`config.mk`:
```
export PLATFORM = sky130hd
export DESIGN_NAME = center_out_ring_fade_pixel
export DESIGN_NICKNAME = d
export VERILOG_FILES = /design/src/sv/corfp_pkg.sv /design/src/sv/center_out_ring_fade_pixel.sv
export SDC_FILE = /design/constraint.sdc
export NUM_CORES = 2
export LEC_CHECK = 0
export BUFFER_PORTS_ARGS = -buffer_cell sky130_fd_sc_hd__buf_4
export CELL_PAD_IN_SITES_DETAIL_PLACEMENT = 0
export CELL_PAD_IN_SITES_GLOBAL_PLACEMENT = 1
export CORE_UTILIZATION = 53
export CTS_BUF_LIST = sky130_fd_sc_hd__clkbuf_4
export CTS_CLUSTER_DIAMETER = 120
export DETAILED_ROUTE_END_ITERATION = 6
export PLACE_DENSITY_LB_ADDON = 0.15
export REMOVE_ABC_BUFFERS = 1
export SETUP_SLACK_MARGIN = 0.05
export SLEW_MARGIN = 20
export SYNTH_ARGS = -nofsm -noshare
export SYNTH_HDL_FRONTEND = slang
export SYNTH_SLANG_ARGS = --single-unit
```
`constraint.sdc`:
```
create_clock -name clk_i -period 11.9 [get_ports clk_i]
set_clock_uncertainty 0.15 [all_clocks]
set_input_delay 0.595 -clock clk_i [delete_from_list [all_inputs] [get_ports clk_i]]
set_output_delay 0.595 -clock clk_i [all_outputs]
set_load 0.02 [all_outputs]
```
`src/sv/corfp_pkg.sv`:
```
// ----------------------------------------------------------------------------
// corfp_pkg
// Shared types, constants and helpers for the center-out ring fade pixel.
// ----------------------------------------------------------------------------
`timescale 1ns / 1ps

package corfp_pkg;

  localparam int unsigned MaxLeds   = 1024;
  localparam int unsigned LenW      = 11;
  localparam int unsigned IdxW      = 10;
  localparam int unsigned Q16W      = 17;
  localparam int unsigned CfgIdxW   = 3;
  localparam int unsigned CfgDataW  = 17;

  localparam logic [Q16W-1:0] Q16One = 17'h10000;

  localparam logic [CfgIdxW-1:0] RegStartCold  = 3'd0;
  localparam logic [CfgIdxW-1:0] RegStartWarm  = 3'd1;
  localparam logic [CfgIdxW-1:0] RegTargetCold = 3'd2;
  localparam logic [CfgIdxW-1:0] RegTargetWarm = 3'd3;
  localparam logic [CfgIdxW-1:0] RegStripLen   = 3'd4;
  localparam logic [CfgIdxW-1:0] RegCenterOut  = 3'd5;
  localparam logic [CfgIdxW-1:0] RegTurningOn  = 3'd6;
  localparam logic [CfgIdxW-1:0] RegOverlap    = 3'd7;

  typedef struct packed {
    logic [IdxW-1:0] led_index;
    logic [Q16W-1:0] progress;
  } pixel_in_t;

  typedef struct packed {
    logic [7:0] warm_byte;
    logic [7:0] cold_byte;
  } pixel_out_t;

  // Anything above full scale reads as full scale.
  function automatic logic [Q16W-1:0] sat_q16(input logic [Q16W-1:0] v);
    logic [Q16W-1:0] r;
    r = v[Q16W-1] ? Q16One : v;
    return r;
  endfunction

endpackage

```
`src/sv/center_out_ring_fade_pixel.sv`:
```
// ----------------------------------------------------------------------------
// center_out_ring_fade_pixel
// Per-LED warm/cold white drive bytes for a uniform or center-out ring fade.
// ----------------------------------------------------------------------------
`timescale 1ns / 1ps

// Usage:
//   Input channel (in_valid_i/in_ready_o/in_data_i) carries one transaction per
//   LED: its index and the smoothed global progress. Output channel
//   (out_valid_o/out_ready_i/out_data_o) returns the warm and cold bytes for
//   that LED, in order, one result per input transaction.
//   Configuration is a plain write port (cfg_we_i, cfg_idx_i, cfg_wdata_i);
//   it must be written by the user only while no transaction is in flight;
//   the block itself does not enforce this. Throughput is one transaction per
//   cycle while the receiver does not stall. The stages are the ring/phase
//   stage, the ring multiply, the 17x27 progress multiply, the clamp and three
//   blend/round stages (multiply, level sum, byte rounding).
//   When the receiver stalls, the pipeline fills and bubbles collapse;
//   in_ready_o drops only once every stage holds a transaction.
//   Reset empties the pipeline and loads the register defaults: all zero,
//   strip length one.

module center_out_ring_fade_pixel (
  input  logic                                 clk_i,
  input  logic                                 rst_ni,
  input  logic                                 cfg_we_i,
  input  logic [corfp_pkg::CfgIdxW-1:0]        cfg_idx_i,
  input  logic [corfp_pkg::CfgDataW-1:0]       cfg_wdata_i,
  input  logic                                 in_valid_i,
  output logic                                 in_ready_o,
  input  corfp_pkg::pixel_in_t                 in_data_i,
  output logic                                 out_valid_o,
  input  logic                                 out_ready_i,
  output corfp_pkg::pixel_out_t                out_data_o
);

  localparam int unsigned NumStages = 7;

  // Configuration registers
  logic [16:0] start_cold_q, start_warm_q, target_cold_q, target_warm_q;
  logic [16:0] overlap_q;
  logic [10:0] strip_len_q;
  logic        center_out_q, turning_on_q;

  always_ff @(posedge clk_i or negedge rst_ni) begin
    if (!rst_ni) begin
      start_cold_q  <= '0;
      start_warm_q  <= '0;
      target_cold_q <= '0;
      target_warm_q <= '0;
      strip_len_q   <= 11'd1;
      center_out_q  <= 1'b0;
      turning_on_q  <= 1'b0;
      overlap_q     <= '0;
    end else if (cfg_we_i) begin
      unique case (cfg_idx_i)
        corfp_pkg::RegStartCold:  start_cold_q  <= cfg_wdata_i[16:0];
        corfp_pkg::RegStartWarm:  start_warm_q  <= cfg_wdata_i[16:0];
        corfp_pkg::RegTargetCold: target_cold_q <= cfg_wdata_i[16:0];
        corfp_pkg::RegTargetWarm: target_warm_q <= cfg_wdata_i[16:0];
        corfp_pkg::RegStripLen:   strip_len_q   <= cfg_wdata_i[10:0];
        corfp_pkg::RegCenterOut:  center_out_q  <= cfg_wdata_i[0];
        corfp_pkg::RegTurningOn:  turning_on_q  <= cfg_wdata_i[0];
        corfp_pkg::RegOverlap:    overlap_q     <= cfg_wdata_i[16:0];
        default: ;
      endcase
    end
  end

  // Saturated configuration values
  logic [16:0] sc_sat, sw_sat, tc_sat, tw_sat, q_w;
  assign sc_sat = corfp_pkg::sat_q16(start_cold_q);
  assign sw_sat = corfp_pkg::sat_q16(start_warm_q);
  assign tc_sat = corfp_pkg::sat_q16(target_cold_q);
  assign tw_sat = corfp_pkg::sat_q16(target_warm_q);
  assign q_w    = corfp_pkg::Q16One - corfp_pkg::sat_q16(overlap_q);

  // Pipeline flow control
  logic [NumStages-1:0] v_q, en;

  always_comb begin
    en[NumStages-1] = !v_q[NumStages-1] || out_ready_i;
    for (int k = NumStages - 2; k >= 0; k--) begin
      en[k] = !v_q[k] || en[k+1];
    end
  end

  always_ff @(posedge clk_i or negedge rst_ni) begin
    if (!rst_ni) begin
      v_q <= '0;
    end else begin
      if (en[0]) begin
        v_q[0] <= in_valid_i;
      end
      for (int k = 1; k < NumStages; k++) begin
        if (en[k]) begin
          v_q[k] <= v_q[k-1];
        end
      end
    end
  end

  assign in_ready_o = en[0];

  // Stage 0: ring and phase of the LED
  logic [10:0] len_c;
  logic [9:0]  nm1, idx_c, mirror, edge_c;
  logic [8:0]  half, ring_c, phase_d;
  logic [16:0] p_d;

  always_comb begin
    len_c = strip_len_q;
    if (len_c == 11'd0) begin
      len_c = 11'd1;
    end else if (len_c > 11'(corfp_pkg::MaxLeds)) begin
      len_c = 11'(corfp_pkg::MaxLeds);
    end
    nm1    = 10'(len_c - 11'd1);
    idx_c  = (in_data_i.led_index > nm1) ? nm1 : in_data_i.led_index;
    mirror = nm1 - idx_c;
    edge_c = (idx_c < mirror) ? idx_c : mirror;
    half   = nm1[9:1];
    ring_c = half - edge_c[8:0];
    // rings-1-ring equals the edge distance
    phase_d = turning_on_q ? ring_c : edge_c[8:0];
    p_d     = corfp_pkg::sat_q16(in_data_i.progress);
  end

  logic [16:0] st1_p_q;
  logic [8:0]  st1_phase_q, st1_half_q;

  always_ff @(posedge clk_i) begin
    if (en[0]) begin
      st1_p_q     <= p_d;
      st1_phase_q <= phase_d;
      st1_half_q  <= half;
    end
  end

  // Stage 1: phase*q and (rings-1)*q
  logic [25:0] phq_d, hq_d;
  assign phq_d = 26'(st1_phase_q) * 26'(q_w);
  assign hq_d  = 26'(st1_half_q) * 26'(q_w);

  logic [16:0] st2_p_q;
  logic [25:0] st2_phq_q, st2_hq_q;

  always_ff @(posedge clk_i) begin
    if (en[1]) begin
      st2_p_q   <= st1_p_q;
      st2_phq_q <= phq_d;
      st2_hq_q  <= hq_d;
    end
  end

  // Stage 2: p*(1 + (rings-1)*q)
  logic [26:0] scale_c;
  logic [43:0] pa_d;
  assign scale_c = {1'b0, st2_hq_q} + 27'd65536;
  assign pa_d    = 44'(st2_p_q) * 44'(scale_c);

  logic [16:0] st3_p_q;
  logic [43:0] st3_pa_q;
  logic [25:0] st3_phq_q;

  always_ff @(posedge clk_i) begin
    if (en[2]) begin
      st3_p_q   <= st2_p_q;
      st3_pa_q  <= pa_d;
      st3_phq_q <= st2_phq_q;
    end
  end

  // Stage 3: center-out subtracts phase offset, clamps, rounds to Q1.16; else p
  logic signed [44:0] t_c;
  logic [32:0]        tc_c;
  logic [33:0]        tr_c;
  logic [16:0]        lp_d;

  always_comb begin
    t_c = $signed({1'b0, st3_pa_q}) - $signed({3'b0, st3_phq_q, 16'b0});
    if (t_c < 45'sd0) begin
      tc_c = '0;
    end else if (t_c > 45'sd4294967296) begin
      tc_c = 33'h1_0000_0000;
    end else begin
      tc_c = t_c[32:0];
    end
    tr_c = {1'b0, tc_c} + 34'd32768;
    lp_d = center_out_q ? tr_c[32:16] : st3_p_q;
  end

  logic [16:0] st4_lp_q;

  always_ff @(posedge clk_i) begin
    if (en[3]) begin
      st4_lp_q <= lp_d;
    end
  end

  // Stage 4: (e - s) * lp
  logic signed [17:0] dw_c, dc_c, lp_s;
  logic signed [35:0] prod_w_d, prod_c_d;

  always_comb begin
    dw_c     = $signed({1'b0, tw_sat}) - $signed({1'b0, sw_sat});
    dc_c     = $signed({1'b0, tc_sat}) - $signed({1'b0, sc_sat});
    lp_s     = $signed({1'b0, st4_lp_q});
    prod_w_d = 36'(dw_c) * 36'(lp_s);
    prod_c_d = 36'(dc_c) * 36'(lp_s);
  end

  logic signed [35:0] st5_prod_w_q, st5_prod_c_q;

  always_ff @(posedge clk_i) begin
    if (en[4]) begin
      st5_prod_w_q <= prod_w_d;
      st5_prod_c_q <= prod_c_d;
    end
  end

  // Stage 5: level in Q1.32
  logic signed [35:0] lvl_w_c, lvl_c_c;
  assign lvl_w_c = $signed({3'b0, sw_sat, 16'b0}) + st5_prod_w_q;
  assign lvl_c_c = $signed({3'b0, sc_sat, 16'b0}) + st5_prod_c_q;

  logic [32:0] st6_lvl_w_q, st6_lvl_c_q;

  always_ff @(posedge clk_i) begin
    if (en[5]) begin
      st6_lvl_w_q <= lvl_w_c[32:0];
      st6_lvl_c_q <= lvl_c_c[32:0];
    end
  end

  // Stage 6: byte = round(level * 255), half up
  logic [40:0] bw_c, bc_c;
  assign bw_c = ({st6_lvl_w_q, 8'b0} - {8'b0, st6_lvl_w_q}) + 41'd2147483648;
  assign bc_c = ({st6_lvl_c_q, 8'b0} - {8'b0, st6_lvl_c_q}) + 41'd2147483648;

  corfp_pkg::pixel_out_t st7_out_q;

  always_ff @(posedge clk_i) begin
    if (en[6]) begin
      st7_out_q.warm_byte <= bw_c[39:32];
      st7_out_q.cold_byte <= bc_c[39:32];
    end
  end

  assign out_valid_o = v_q[NumStages-1];
  assign out_data_o  = st7_out_q;

  // Assertions
  a_empty_out_opens_input : assert property (@(posedge clk_i) disable iff (!rst_ni)
    !v_q[NumStages-1] |-> in_ready_o)
    else $error("empty output stage blocks input");

  a_taken_out_opens_input : assert property (@(posedge clk_i) disable iff (!rst_ni)
    out_ready_i |-> in_ready_o)
    else $error("input stalled while receiver takes result");

  a_lp_range : assert property (@(posedge clk_i) disable iff (!rst_ni)
    v_q[3] |-> (st4_lp_q <= corfp_pkg::Q16One))
    else $error("local progress above full scale");

  a_level_range : assert property (@(posedge clk_i) disable iff (!rst_ni)
    v_q[5] |-> ((st6_lvl_w_q <= 33'h1_0000_0000) && (st6_lvl_c_q <= 33'h1_0000_0000)))
    else $error("blend level out of range");

endmodule

```
Word-level counts from Yosys, hierarchy flattened
Cells that the tools add are included.
{"block": "word_totals", "register_bits": 461, "output_inout_bits": 18, "wordCells": 102}
{"block": "op_classes", "n_addsub": 15, "n_mul": 5, "order_cmp": 5, "eq_ne": 7, "mux": 14, "reduce_logical": 24}
{"op": "17-bit two-way mux", "n": 7}
{"op": "40-bit by 32-bit adder with 40-bit output, second input constant", "n": 2}
{"op": "40-bit by 33-bit subtractor with 40-bit output", "n": 2}
{"op": "33-bit adder", "n": 2}
{"op": "18-bit by 18-bit multiplier with 33-bit output", "n": 2}
{"op": "33-bit two-way mux", "n": 2}
{"op": "9-bit by 17-bit multiplier with 26-bit output", "n": 2}
{"op": "45-bit by 34-bit > comparator with 1-bit output, second input constant", "n": 1}
{"op": "45-bit by 1-bit less-than comparator with 1-bit output, second input constant", "n": 1}
{"op": "44-bit by 42-bit subtractor with 45-bit output", "n": 1}
{"op": "17-bit by 27-bit multiplier with 44-bit output", "n": 1}
{"op": "17-bit by 17-bit subtractor with 18-bit output", "n": 2}
{"op": "33-bit by 16-bit adder with 33-bit output, second input constant", "n": 1}
{"op": "10-bit two-way mux", "n": 3}
{"op": "26-bit by 17-bit adder with 27-bit output, second input constant", "n": 1}
{"op": "9-bit two-way mux", "n": 2}
{"op": "17-bit subtractor, first input constant", "n": 1}
{"op": "2-bit AND reduction", "n": 8}
{"op": "3-bit == test, second input constant", "n": 4}
{"op": "11-bit > comparator, second input constant", "n": 1}
{"op": "11-bit zero test", "n": 1}
{"op": "10-bit > comparator", "n": 1}
{"op": "10-bit less-than comparator", "n": 1}
{"op": "10-bit by 1-bit subtractor with 10-bit output, second input constant", "n": 1}
{"op": "other kinds (7)", "n": 20}

Depth between registers and ports, before layout
{"block": "depth", "word_depth": 11, "ltp_mapped": 56, "ltp_nobuf": 53}

Worst setup path before layout
OpenSTA, ideal clock, no wires.
{"block": "synth_timing", "path_kind": "reg-to-reg", "start": "register strip_len_q[1]", "end": "register st1_phase_q[8] (data pin)", "setup_ns": 0.261, "arrival_time_ns": 9.959, "t_required_ns": 11.489, "setup_slack_ns": 1.530, "stages_incl_launch_ff": 52, "period_less_slack_ns": 10.370, "cell_sequence": "dfrtp_1 > or4_1 > nor2_1 > nor2_1 > nor2_1 > inv_1 > ha_1 > nor3b_1 > nor2_1 > a221o_1 > inv_1 > ha_1 > and4_1 > a41oi_1 > a31oi_1 > o31a_1 > o21a_1 > buf_2 > [... 16 more ...] > ha_1 > a21o_1 > a21o_1 > a211o_1 > a211o_1 > o31ai_4 > buf_2 > nand2_1 > o21ai_0 > ha_1 > inv_1 > fa_1 > or4_1 > a32oi_1 > o311ai_1 > and4b_1 > or3_1 > o311a_1"}
{"block": "synth_between", "elab_chain_len": 11, "word_cells_on_any_way": 12, "classes_between": "3 x add/sub; 3 x order compare; 5 x mux; 1 x reduce/logical"}
{"element": "start: declaration", "line_no": "center_out_ring_fade_pixel.sv:42", "source": "logic [10:0] strip_len_q;"}
{"element": "start signal: assignment", "line_no": "center_out_ring_fade_pixel.sv:61", "source": "corfp_pkg::RegStripLen: strip_len_q <= cfg_wdata_i[10:0];"}
{"element": "11-bit > comparator", "line_no": "center_out_ring_fade_pixel.sv:115", "source": "end else if (len_c > 11'(corfp_pkg::MaxLeds)) begin"}
{"element": "10-bit two-way mux", "line_no": "center_out_ring_fade_pixel.sv:115"}
{"element": "10-bit two-way mux (*)", "line_no": "center_out_ring_fade_pixel.sv:113", "source": "if (len_c == 11'd0) begin"}
{"element": "10-bit by 1-bit subtractor with 10-bit output (*)", "line_no": "center_out_ring_fade_pixel.sv:118", "source": "nm1 = 10'(len_c - 11'd1);"}
{"element": "net half[3]", "line_no": "center_out_ring_fade_pixel.sv:108", "source": "logic [8:0] half, ring_c, phase_d;"}
{"element": "10-bit > comparator", "line_no": "center_out_ring_fade_pixel.sv:119", "source": "idx_c = (in_data_i.led_index > nm1) ? nm1 : in_data_i.led_index;"}
{"element": "10-bit two-way mux", "line_no": "center_out_ring_fade_pixel.sv:119"}
{"element": "10-bit subtractor", "line_no": "center_out_ring_fade_pixel.sv:120", "source": "mirror = nm1 - idx_c;"}
{"element": "10-bit less-than comparator", "line_no": "center_out_ring_fade_pixel.sv:121", "source": "edge_c = (idx_c < mirror) ? idx_c : mirror;"}
{"element": "9-bit two-way mux", "line_no": "center_out_ring_fade_pixel.sv:121"}
{"element": "9-bit subtractor", "line_no": "center_out_ring_fade_pixel.sv:123", "source": "ring_c = half - edge_c[8:0];"}
{"element": "9-bit two-way mux (*)", "line_no": "center_out_ring_fade_pixel.sv:125", "source": "phase_d = turning_on_q ? ring_c : edge_c[8:0];"}
{"element": "net phase_d[8]", "line_no": "center_out_ring_fade_pixel.sv:108"}
{"element": "end signal: assignment", "line_no": "center_out_ring_fade_pixel.sv:135", "source": "st1_phase_q <= phase_d;"}
{"element": "end: declaration", "line_no": "center_out_ring_fade_pixel.sv:130", "source": "logic [8:0] st1_phase_q, st1_half_q;"}
Mark *: on every way through the listed nets, which the timed path passes. The rest lies on a longest branch.
A chain may end at the register's enable or synchronous reset.

Worst setup path after layout
Same ends and word-level chain as after synthesis.

==> results.tsv <==
metric	value	unit
async_flop_share	0.228	
syn_inst	7222	
synth_warnings	0	
drv_cap	0	
path_class	flop to flop	
dr.pass1.iters	5	
vias	49276	
wl	176000	µm
hold_viol_final	0	
grt_first_pass_wirelength	289000	µm
die_w	364	µm
gr-usage-all-layers	0.282	
cp-start-kind	flop	
vias_per_cell	5.35	
cts_max_path_buffers	3	
core.rowCount	132	
cp_common_cell	ha_1	
synth_adder_area_share	0.449	
hold_end	st1_phase_q[3]	
yosysSeqAreaShare	0.192	
slew_violations	0	
end_kind	flop	
cts_tree	yes	
worstRegToRegCells	47	
hp-class	input pin to flop	
antenna_found_initial	10	
fillers	11502	
cp.arrival	11.63	ns
grt_pass1_vias	52630	
relSlewSlack	0.271	
final_antenna_net_count	0	
synth_top_family_by_area	adder cells	
synth_area_leaders	fa_1 (34%), edfxtp_1 (15%), ha_1 (11%)	
path_buf_inv	5	
r2r_slack	0.96	ns
die_y	364	µm
timing.setup.tns	0	ns
worst_slew_pin_slew	1.09	ns
syn_area	69400	µm²
synth_cell_types	85	
post_drt_wl_per_cell	19.1	µm
fin_util	0.576	
required	12.59	ns
synth_simple_gate_area_frac	0.151	
area_delta_synth_final	7.49	%
htreeDepth	4	
cts_sinks	461	
synth_edf_count	356	
io_buffers	69	
fp.dieArea	132000	µm²
clock_latency	1.21	ns
ys.flop_type	edfxtp_1	
cts_buffers	136	
holdCritStartpoint	in_data_i[20]	
drive_gt1_frac	0.0784	
grt_max_degree	89	
crit_slowest_cell	or4_1	
clockRootBuffer	clkbuf_4	
min_period	10.94	ns
yosys.area_share.xor_xnor	0.0329	
rr_startpoint	strip_len_q[1]	
grt.overflow.total	0	
whs_path_depth	4	
synth-seq-cells	461	
outcome	complete, no violations	
start_util	0.535	
synth_mux_area_frac	0.0158	
synth.avg_cell_area	9.61	µm²
fin_crit_sh	0.919	
reg2reg_to	st1_phase_q[8]	
path_max_fanout	7	
place_congestion	0.855	
clock.fmax	91.4	MHz
coreArea	130000	µm²
synth_top_cell_area_share	0.339	
critical-path-max-stage-delay	0.56	ns
clkTransAtPathRegs	0.06	ns
synth-compound-area-share	0.0644	
yosysTopAreaCell	fa_1	
crit_family	compound AO/OA/AOI/OAI gates	
setup_viol	0	
drc	0	
layout.nets	9185	
hpwl	133000	µm
crit_start	strip_len_q[1]	
drt_first_iter_violations	2773	
rsz0062_at_grt	no	
top_level_ports	70	
==> layout make-up <==
type | count | area, µm² | share of cell area
antenna | 8 | 20.0 | 0.000268
inverter | 1482 | 5560 | 0.0745
clock inverter | 44 | 233 | 0.00312
clock buffer | 202 | 1520 | 0.0203
timing repair buffer | 258 | 2120 | 0.0284
multi-input combinational | 5012 | 49700 | 0.666
sequential | 461 | 13300 | 0.178
tap | 1742 | 2180 | 0.0292
==> Yosys cell counts, types with 6 or more instances <==
master and number:
nor2b_1 119, and2_1 477, a21o_1 81, a311oi_1 7, o22ai_1 7, xnor2_1 196, o211ai_1 15, or4_1 9
nand2b_1 62, a211o_1 9, o21ai_0 140, a21boi_0 39, clkbuf_1 253, a21oi_1 166, or2_2 21, nand4_1 17
a31o_2 12, o31a_1 11, o31ai_1 17, a41oi_1 8, ha_1 608, nor2_1 203, fa_1 1174, or3_1 20
o21a_1 31, o2111ai_1 8, and3_1 34, nand2_1 1072, a211oi_1 20, mux2_2 95, dfrtp_1 104, xor2_1 60
o21bai_1 16, nor4_1 16, inv_1 1477, nor3b_1 6, edfxtp_1 356, buf_1 11, nand3_1 50, nor3_1 54
a31oi_1 29, nand3b_1 8, a2111oi_0 7, o311ai_0 7
==> metrics by stage <==
step / setup slack (ns) / hold slack, ns / instance area, µm² / instances
floorplan: 1.51 / 0.149 / 68400 / 6955
global placement: 0.973 / 0.251 / 72200 / 8888
detailed placement: 0.955 / 0.255 / 72200 / 8888
CTS: 0.887 / 0.0166 / 74600 / 9199
global route: 0.0989 / 0.0655 / 74600 / 9207
finish: 0.964 / 0.119 / 74600 / 9209
==> placed cells by master (no fill, tap or decap), drive strengths merged, types with 29 or more instances in the layout <==
cell,Yosys,final
inv,1478,1484
dfrtp,104,104
o21ai,141,141
a21oi,166,166
nand2,1072,1072
nand3,50,50
fa,1174,1174
nand2b,62,62
clkbuf,253,202
nor2b,119,119
dlygate4sd3,0,64
nor3,55,55
mux2,95,95
a31oi,29,29
and2,477,477
and3,34,34
clkinv,4,37
buf,14,194
a21o,81,81
o21a,31,31
nor2,203,203
ha,608,608
xnor2,196,196
xor2,60,60
a21boi,39,39
edfxtp,356,356
==> flip-flops by register name, summed over array words and instances (netlist names), 26 cells and up <==
name,flops
st5_prod_c_q,33
st5_prod_w_q,33
st3_pa_q,44
st3_phq_q,26
st6_lvl_c_q,33
st2_hq_q,26
st6_lvl_w_q,33
st2_phq_q,26
==> tightest hold or removal path, stage by stage <==
cell	delay, ns
buf_4	0.16
o311ai_1	0.21
inv_1	0.17
xnor2_1	0.12
==> cells by family after synthesis <==
group	Yosys count
adder cells (fa/ha/maj)	1788
flip-flops	461
multiplexers	98
AO/OA/AOI/OAI	677
XOR/XNOR	258
buffers and inverters	1749
AND/OR/NAND/NOR	2191
==> worst max path at each step <==
stage / endpoint / slack (ns) / cells past startpoint
detailed placement: st1_phase_q[8] / 0.96 / 49
global route: st1_phase_q[8] / 0.1 / 49
CTS: st1_phase_q[8] / 0.89 / 49
floorplan: st1_phase_q[8] / 1.51 / 45
finish: st1_phase_q[8] / 0.96 / 47
global placement: st1_phase_q[8] / 0.97 / 47
==> routing by layer <==
| metal | part of all wire | track usage |
|---|---|---|
| met5 | 0.00023 | 0 |
| met4 | 0.023 | 0.0791 |
| met3 | 0.057 | 0.0453 |
| met2 | 0.47 | 0.456 |
| met1 | 0.45 | 0.394 |
==> repair_timing <==
| action | CTS | global route |
|---|---|---|
| hold buffers | 65 | 0 |
| resized for setup | 0 | 1 |
| setup buffers | 0 | 2 |
| endpoints found under the hold margin | 204 | 0 |
| setup endpoints to repair | 0 | 2 |
Power is left out: the tool's default activity adds up to more than one toggle a clock period on the data nets, which glitch-free logic cannot reach.
